File: config.mk
export PLATFORM = sky130hd
export DESIGN_NAME = fbcrc_front
export DESIGN_NICKNAME = d
export VERILOG_FILES = /design/src/hdl/fbcrc_pkg.sv /design/src/hdl/fbcrc_front.sv
export SDC_FILE = /design/constraint.sdc
export NUM_CORES = 1
export LEC_CHECK = 0
export ABC_CLOCK_PERIOD_IN_PS = 3700
export BUFFER_PORTS_ARGS = -buffer_cell sky130_fd_sc_hd__buf_2
export CAP_MARGIN = 10
export CORE_UTILIZATION = 47
export DETAILED_ROUTE_END_ITERATION = 12
export PLACE_DENSITY = 0.76
export SYNTH_ARGS = -nofsm -noshare
export SYNTH_HDL_FRONTEND = slang
export SYNTH_SLANG_ARGS = --single-unit
File: constraint.sdc
create_clock -name clk -period 3.7 [get_ports clk]
set_input_delay 0.555 -clock clk [delete_from_list [all_inputs] [get_ports clk]]
set_output_delay 0.555 -clock clk [all_outputs]
set_load 0.05 [all_outputs]
File: src/hdl/fbcrc_pkg.sv
// Shared types and constants for the frame buffer with region CRC.
package fbcrc_pkg;

    localparam logic [2:0] KIND_WRITE = 3'd0;
    localparam logic [2:0] KIND_FILL  = 3'd1;
    localparam logic [2:0] KIND_READ  = 3'd2;
    localparam logic [2:0] KIND_CRC   = 3'd3;
    localparam logic [2:0] KIND_COUNT = 3'd4;

    localparam logic [31:0] CRC_INIT = 32'hFFFF_FFFF;
    localparam logic [31:0] CRC_POLY = 32'hEDB8_8320;

    localparam int unsigned CMD_W = 3 + 12 + 12 + 16 + 12 + 12;

    // One classified command word passed from the front end to the back end.
    typedef struct packed {
        logic [2:0]         kind;
        logic signed [11:0] pos_x;
        logic signed [11:0] pos_y;
        logic [15:0]        pixel_color;
        logic [11:0]        region_width;
        logic [11:0]        region_height;
    } cmd_t;

    // One CRC byte step, eight bit iterations on a 32-bit value.
    function automatic logic [31:0] crc_byte(input logic [31:0] crc_in, input logic [7:0] b);
        logic [31:0] c;
        c = crc_in ^ {24'd0, b};
        for (int i = 0; i < 8; i++) begin
            c = c[0] ? ((c >> 1) ^ CRC_POLY) : (c >> 1);
        end
        return c;
    endfunction

endpackage

File: src/hdl/fbcrc_front.sv
// Front end: accepts words, drops unknown kinds and queues commands.
module fbcrc_front (
    input  logic                clk,
    input  logic                rst_n,
    input  logic                in_valid,
    output logic                in_ready,
    input  fbcrc_pkg::cmd_t     in_cmd,
    output logic                q_valid,
    input  logic                q_ready,
    output fbcrc_pkg::cmd_t     q_cmd
);

    // Two-entry queue.
    fbcrc_pkg::cmd_t mem_reg [2];
    logic            wp_reg, wp_next, rp_reg, rp_next;
    logic [1:0]      cnt_reg, cnt_next;
    logic            push, pop, known;

    assign known    = (in_cmd.kind <= fbcrc_pkg::KIND_COUNT);
    assign in_ready = (cnt_reg != 2'd2);
    assign push     = in_valid && in_ready && known;
    assign q_valid  = (cnt_reg != 2'd0);
    assign pop      = q_valid && q_ready;
    assign q_cmd    = mem_reg[rp_reg];

    always_comb
    begin
        wp_next  = push ? ~wp_reg : wp_reg;
        rp_next  = pop ? ~rp_reg : rp_reg;
        cnt_next = cnt_reg + {1'b0, push} - {1'b0, pop};
    end

    always_ff @(posedge clk or negedge rst_n)
    begin
        if (!rst_n)
        begin
            wp_reg  <= 1'b0;
            rp_reg  <= 1'b0;
            cnt_reg <= 2'd0;
        end
        else
        begin
            wp_reg  <= wp_next;
            rp_reg  <= rp_next;
            cnt_reg <= cnt_next;
        end
    end

    always_ff @(posedge clk)
    begin
        if (push)
        begin
            mem_reg[wp_reg] <= in_cmd;
        end
    end

endmodule

==> After elaboration in Yosys (flattened, before gate mapping) <==
Memory sizes are Yosys's and may differ from the RTL's.
Cells that the tools add are included.
{ "op_classes": {"add_sub_neg": 2, "magnitude_cmp": 1, "n_eq_ne": 1, "mux": 2, "bitwise_logic": 2, "n_reduce_logical": 4} }
{ "ops": {"columns": ["operator", "count"], "rows": [
  ["<= comparator 3 bit (second input constant)", 1],
  ["logical AND 1 bit", 3],
  ["adder 2 x 1 -> 2 bit", 1],
  ["two-way mux 1 bit", 2],
  ["inequality test 2 bit (second input constant)", 1],
  ["inverter 1 bit", 2],
  ["nonzero test 2 bit", 1],
  ["subtractor 2 x 1 -> 2 bit", 1]
]} }
{ "totals": {"ff_bits": 4, "ramBits": 134, "wordCells": 16, "mem_count": 1} }
{ "mem_list": {"columns": ["memory", "words", "word_bits", "rd", "rd_ports_with_merged_regs", "wr", "line_no", "text"], "rows": [
  ["mem_reg", 2, 67, 1, 0, 1, "fbcrc_front.sv:14", "fbcrc_pkg::cmd_t mem_reg [2];"]
]} }

==> Depth between registers and ports, before layout <==
Gate-level depths: netlist (run 1).
{ "depth": {"depth_word": 5, "mapped_depth": 7, "mapped_depth_nobuf": 7} }

==> Worst setup path after synthesis (run 1) <==
No wires, ideal clock.
{ "synth_path": {"path_type": "flip-flop to flip-flop", "startpoint": "register cnt_reg[0]", "endpoint": "memory mem_reg[0][0] (netlist name), enable pin", "setup_time_ns": 0.493, "arrival_time_ns": 3.876, "required_ns": 3.207, "path_slack_ns": -0.668, "stages_incl_launch_ff": 4, "path_buffers": 0, "synth_period_minus_slack_ns": 4.368, "path_cell_list": "dfrtp_1 > nand2b_1 > nand3_1 > nor2_1"} }
{ "synth_between": {"elab_chain_len": 5} }
{ "synth_lines": {"columns": ["element", "line_no", "text"], "rows": [
  ["start: declaration", "fbcrc_front.sv:16", "logic [1:0] cnt_reg, cnt_next;"],
  ["start signal: assignment", "fbcrc_front.sv:45", "cnt_reg <= cnt_next;"],
  ["inequality test 2 bit", "fbcrc_front.sv:20", "assign in_ready = (cnt_reg != 2'd2);"],
  ["named net in_ready", "fbcrc_front.sv:6", "output logic in_ready,"],
  ["logical AND 1 bit (2 in a row)", "fbcrc_front.sv:21", "assign push = in_valid && in_ready && known;"],
  ["two-way mux 1 bit", "fbcrc_front.sv:51", "if (push)"],
  ["two-way mux 1 bit (implied by the code)", "fbcrc_front.sv:53", "mem_reg[wp_reg] <= in_cmd;"],
  ["end: declaration", "fbcrc_front.sv:14", null]
]} }
The timed path passes the listed nets, and every way through them passes these cells.

==> results of run 1 <==
-- placed cells by master (no fill, tap or decap) --
cell,netlist,layout
nand2b_1,1,1
xor2_1,1,1
clkinv_2,0,1
dlygate4sd3_1,0,1
ha_1,2,2
o21ai_0,1,1
mux2_4,20,20
buf_4,0,4
xnor2_1,3,3
nor2_4,0,2
edfxtp_1,134,134
bufinv_16,0,3
mux2_2,47,47
or2_2,1,1
clkbuf_1,0,2
clkinv_4,0,2
nand3_1,1,1
dfrtp_1,4,3
clkinvlp_4,0,2
and2_1,1,1
inv_1,2,2
inv_6,0,4
dfrtp_4,0,1
clkbuf_8,0,1
clkbuf_16,0,16
buf_2,4,139
clkinv_1,0,1
-- final cells by class --
class,instances,share of cell area
Sequential cell,138,0.628
Clock buffer,19,0.0642
Timing Repair Buffer,144,0.112
Multi-Input combinational cell,80,0.143
Clock inverter,13,0.0253
Inverter,2,0.00114
Tap cell,136,0.0259
-- path summary, 6_finish.rpt --
| path | from | to | slack, ps | cells after the start |
|---|---|---|---|---|
| worst max register to register | cnt_reg[1] | cnt_reg[1] | 1910 | 7 |
| worst min register to register | cnt_reg[1] | cnt_reg[1] | 500 | 1 |
| max in group asynchronous | rst_n | rp_reg | 3170 | 2 |
| worst min-delay path | in_cmd[15] | mem_reg[0][15] | 240 | 1 |
| min in group asynchronous | rst_n | rp_reg | 400 | 2 |
| worst max-delay path | rp_reg | q_cmd[23] | 850 | 2 |
-- timing repair --
item,CTS,global route
hold buffers,1,0
setup buffers,0,0
endpoints found under the hold margin,4,0
endpoints found under the setup margin,0,0
gates resized for setup,0,0
-- cells in the mapped netlist (all sizes together) --
library cell	n
edfxtp	134
mux2	67
buf	8
dfrtp	4
xnor2	3
ha	2
inv	2
nor2	2
and2	1
nand2b	1
nand3	1
o21ai	1
or2	1
xor2	1
-- stage by stage --
stage / instance area, sq um / std cells
finish: 6570 / 532
CTS: 6570 / 532
global route: 6570 / 532
global placement: 5970 / 499
floorplan: 5130 / 228
detailed placement: 5970 / 499
-- power groups by stage --
stage          logic (mW)  clock network (mW)  registers [mW]
2_1_floorplan        1.85                   0            2.10
3_3_place_gp         2.06                   0            2.25
3_5_place_dp         2.07                   0            2.27
4_1_cts              2.08                1.68            2.24
5_1_grt              2.15                1.75            2.26
6_report             2.06                1.64            2.23
-- layer usage --
layer	part of all wire	wire length, um	global-route usage	up-vias
li1	-	-	-	1214
met4	0.0047	40	0.0675	2
met2	0.51	4360	0.267	97
met1	0.41	3450	0.174	1251
met5	0.0020	17	0	-
met3	0.074	629	0.0650	6
-- kinds of logic after synthesis --
kind of cell / after synthesis / synth area share
xor gates and xnor gates: 4 / 0.00683
muxes: 67 / 0.162
AOI/OAI and AO/OA: 1 / 0.000975
DFF: 138 / 0.804
and+or+nand+nor: 6 / 0.00610
adders and majority gates: 2 / 0.00488
buffers and inverters: 10 / 0.0156
==> results.md, run 1 <==
* Status: complete, no violations
* Site row count at 37
* FILL cells at 800
* Setup_tns at 0 ps
* Worst vdd ir at 0.569 mV
* Tcrit/Tclk final at 0.770
* IO Port Bufs at 139
* RSZ-0062 raised after global routing: false
* Post-DP HPWL at 5440 um
* Syn Inst Count at 228
* Slew @ Worst Pin at 1030 ps
* Worst Setup Slack, final at 852 ps
* Top delay family on crit path: flip-flops
* Routed wire length per instance at 16.0 um
* Placer congestion estimate at 0.686
* Slew Limit Fails at 0
* Total GRT Usage at 0.157
* Clock skew at 6.68 ps
* Clock tree buffer depth at 2
* Crit path kind: reg -> out
* Final wirelength at 8500 um
* Kind of start point of the critical path: register
* DRC viols at 0
* Initial antenna violation count at 1
* Clk Latency, worst-skew pair at 500 ps
* Multi-input logic area at 941 sq um
* Total Power at 5.93 mW
* WHS at 241 ps
* Crit path cell chain: mux2_2 > buf_2
* CP bufs+invs at 1
* MaxCap Viol Count at 0
* Synthesized area at 5130 sq um
* Final setup viols at 0
* Root buf cell: clkbuf_8
* CTS Buf Count at 17
* Ports at 140
* Seq pwr share at 0.376
* Hold Fails Final Rpt at 0
* First-pass GRT wire length at 13,000 um
* Vias at 2,570
* Largest net degree at the start of global routing at 69
* Delay of the slowest critical-path stage at 1090 ps
* Clock-pin slew on the worst setup and hold paths at 60 ps
* Critical Path RT at 3140 ps
* Die width at 106 um
* Die H at 106 um
* Initial drt markers at 122
* Switching share of power at 0.378
* Layout cells sized above 1 at 0.614
* Final ANT Viol Nets at 0
* DR vias/cell at 4.83
* Clock Sinks at 138
* Synth area leader: edfxtp_1
* Yosys warning count at 0
* Final #Nets at 456
* Top post-synthesis cells by area: edfxtp_1 (78%), mux2_2 (10%), mux2_4 (5.9%)
* CP Capture Type: output port
* Share of the synthesized area in the top cell type at 0.784
* Area delta synth->final at 28.1%
* CP Max Fanout at 68
* Dpl ws at 1370 ps
* Min Tclk post-route at 2850 ps
* Register area at 4130 sq um
* Post-synthesis register bit count at 138
* Antenna cells at 0
* Achievable frequency at 351 MHz
* Seq/Total Area, Yosys at 0.804
* DR pass1 iterations at 4
* Cell Pwr Density at 902 nW/um^2
* Gate power share at 0.347
* H-tree depth at 4
* CTS tree: built
* Gr ovfl total at 0
* Max reg flops at 134
* Clock Power Share at 0.277
* Syn_nets at 301
* Starting Density at 0.490
* Syn avg cell area at 22.5 sq um
* Internal Power at 3.68 mW
* Number of global-route vias before repair at 2,763
* Fin util at 0.628
* CORE AREA at 10,500 sq um
* Slew margin rel. at 0.314
* Worst Path Arrival at 2290 ps
* P_sw at 2.24 mW
* HP Class: in -> reg
* Count of cell types in the netlist at 17
* Slowest CP cell: dfrtp_4
* Die Area at 11,300 sq um
* Leak pwr at 2.53 nW
No activity file was read; power rests on OpenSTA's default activity.
==> run 2: changes to the inputs <==
--- a/config.mk
+++ b/config.mk
@@ -5,12 +5,12 @@
 export SDC_FILE = /design/constraint.sdc
 export NUM_CORES = 1
 export LEC_CHECK = 0
-export ABC_CLOCK_PERIOD_IN_PS = 3700
+export ABC_CLOCK_PERIOD_IN_PS = 2880
 export BUFFER_PORTS_ARGS = -buffer_cell sky130_fd_sc_hd__buf_2
 export CAP_MARGIN = 10
-export CORE_UTILIZATION = 47
+export CORE_UTILIZATION = 50
 export DETAILED_ROUTE_END_ITERATION = 12
-export PLACE_DENSITY = 0.76
+export PLACE_DENSITY = 0.77
 export SYNTH_ARGS = -nofsm -noshare
 export SYNTH_HDL_FRONTEND = slang
 export SYNTH_SLANG_ARGS = --single-unit
==> constraint.sdc (replaced) <==
create_clock -name clk -period 2.88 [get_ports clk]
set_input_delay 0.432 -clock clk [delete_from_list [all_inputs] [get_ports clk]]
set_output_delay 0.432 -clock clk [all_outputs]
set_load 0.05 [all_outputs]
==> run 2 against run 1 <==
Compared with the run above:
- hold slack got worse by 130 ps
- non-clock buffer count rose by 4
- clock power rose by 35%
- design area rose by 0.82%
- sequential share of layout area fell by 0.51 points
- via count rose by 1.9%
- critical endpoint is now q_cmd[27]
==> results.md, run 2 (synthesis gave the netlist of run 1 again) <==
* Status: complete, no violations
* Crit path cell chain: buf_4 > mux2_2 > buf_2
* Die H at 103 um
* Min-Delay Path Depth at 1
* MaxCap Viol Count at 0
* Root buf cell: clkbuf_8
* Worst Setup Slack, final at 272 ps
* CTS Buf Count at 17
* Vias at 2,620
* CTS tree: built
* Final wirelength at 8890 um
* Delay of the slowest critical-path stage at 780 ps
* Initial drt markers at 91
* Cell Pwr Density at 1170 nW/um^2
* Die width at 103 um
* Crit path kind: reg -> out
* Worst Reg-to-Reg Cells at 4
* Top delay family on crit path: flip-flops
* Max reg flops at 134
* Worst vdd ir at 0.522 mV
* CP Max Fanout at 35
* DR pass1 iterations at 6
* Hold Path Sink: mem_reg[0][3]
* Cell area after placement at 6000 sq um
* CP bufs+invs at 2
* Final setup viols at 0
* H-tree depth at 4
* Commonest non-fill, non-tap cell in the layout: buf_2
* Final #Nets at 460
* CP Capture Type: output port
* Number of global-route vias before repair at 2,655
* Site row count at 36
* Gr ovfl total at 0
* Leading cell types in the layout, fill and taps excluded: buf_2 (139), edfxtp_1 (134), mux2_2 (47)
* Critical R2R Launch: cnt_reg[1]
* Clk Latency, worst-skew pair at 510 ps
* Setup Fix Bufs, Post-CTS at 0
* Total GRT Usage at 0.172
* DR vias/cell at 4.91
* Hold Fails Final Rpt at 0
* Leak pwr at 2.55 nW
* Worst R2R Setup Slack at 1060 ps
* Worst Path Arrival at 2180 ps
* Kind of start point of the critical path: register
* RR Endpoint: mem_reg[1][20]
* Critical Path RT at 2450 ps
* Design Area, Final at 6620 sq um
* Initial antenna violation count at 1
* Die Area at 10,700 sq um
* Slew Limit Fails at 0
* Min Tclk post-route at 2610 ps
* Achievable frequency at 383 MHz
* Slowest CP cell: dfrtp_4
* Largest net degree at the start of global routing at 44
* Clock-pin slew on the worst setup and hold paths at 60 ps
* Tcrit/Tclk final at 0.905
* Clock Sinks at 138
* Slew margin rel. at 0.608
* IO Port Bufs at 139
* Clock skew at 4.07 ps
* CORE AREA at 9860 sq um
* Starting Density at 0.520
* RSZ-0062 raised after global routing: false
* Dpl ws at 789 ps
* Ports at 140
* HP Class: in -> reg
* Hold Crit Start: in_cmd[3]
* Routed wire length per instance at 16.6 um
* Clock tree buffer depth at 2
* First-pass GRT wire length at 12,800 um
* Area delta synth->final at 29.1%
* Final ANT Viol Nets at 0
* Placer congestion estimate at 0.697
* DRC viols at 0
* Layout cells sized above 1 at 0.623
* Post-DP HPWL at 5830 um
* Slew @ Worst Pin at 587 ps
==> run 2: cell types whose count changed in the layout (fill, tap and decap cells not counted), sizes merged <==
cell,delta
clkbuf,-2
clkinvlp,+2
clkinv,+1
inv,-2
bufinv,+1
buf,+4
diode,+1
==> run 2: final cells by class <==
cell class                 instances  area (sq um)
multi-input combinational         80           941
clock buffer                      17           414
timing repair buffer             148           766
inverter                           2          7.51
fill                             687          3240
antenna                            1          2.50
tap                              133           166
clock inverter                    15           199
sequential                       138          4130
==> run 2: worst max path at each step <==
stage,startpoint,endpoint,slack [ps],cells past startpoint
5_1_grt,rp_reg,q_cmd[27],160,3
2_1_floorplan,cnt_reg[0],mem_reg[0][0],-390,3
6_report,rp_reg,q_cmd[27],270,3
3_5_place_dp,rp_reg,q_cmd[6],790,3
4_1_cts,rp_reg,q_cmd[6],220,3
3_3_place_gp,rp_reg,q_cmd[53],790,3
==> run 2: report_power, final <==
part | total (mW) | internal [mW] | switching (mW) | leakage (nW)
clock network | 2.21 | 1.41 | 0.808 | 0.288
registers | 2.77 | 2.58 | 0.189 | 1.27
logic | 2.78 | 0.853 | 1.93 | 0.990
==> run 2: layer usage <==
layer  up-vias  wire (um)  track usage
li1       1224          -            -
met1      1284       3590        0.181
met2        97       4590        0.301
met3        15        545       0.0685
met4         0        155       0.0878
met5         -          0            0
==> run 2: what timing repair did <==
action | 4_1_cts | 5_1_grt
hold endpoints to repair | 4 | 0
hold buffers | 1 | 0
gates resized for setup | 0 | 0
==> run 2: through the flow <==
stage / util / setup TNS, ps / std cells / hold WS, ps / total power, mW
floorplan: - / -52800 / 228 / 136 / 5.07
finish: 0.671 / 0 / 534 / 107 / 7.76
detailed placement: 0.608 / 0 / 500 / 244 / 5.61
global route: 0.671 / 0 / 533 / 73.6 / 8.05
global placement: 0.608 / 0 / 500 / 243 / 5.57
CTS: 0.671 / 0 / 533 / 79.5 / 7.83
==> run 2: worst reg2reg max path, stage by stage (launching register included) <==
cell and delay [ps]:
dfrtp_1 400, nand2b_1 100, nand3_1 260, nor2_4 170, buf_4 500
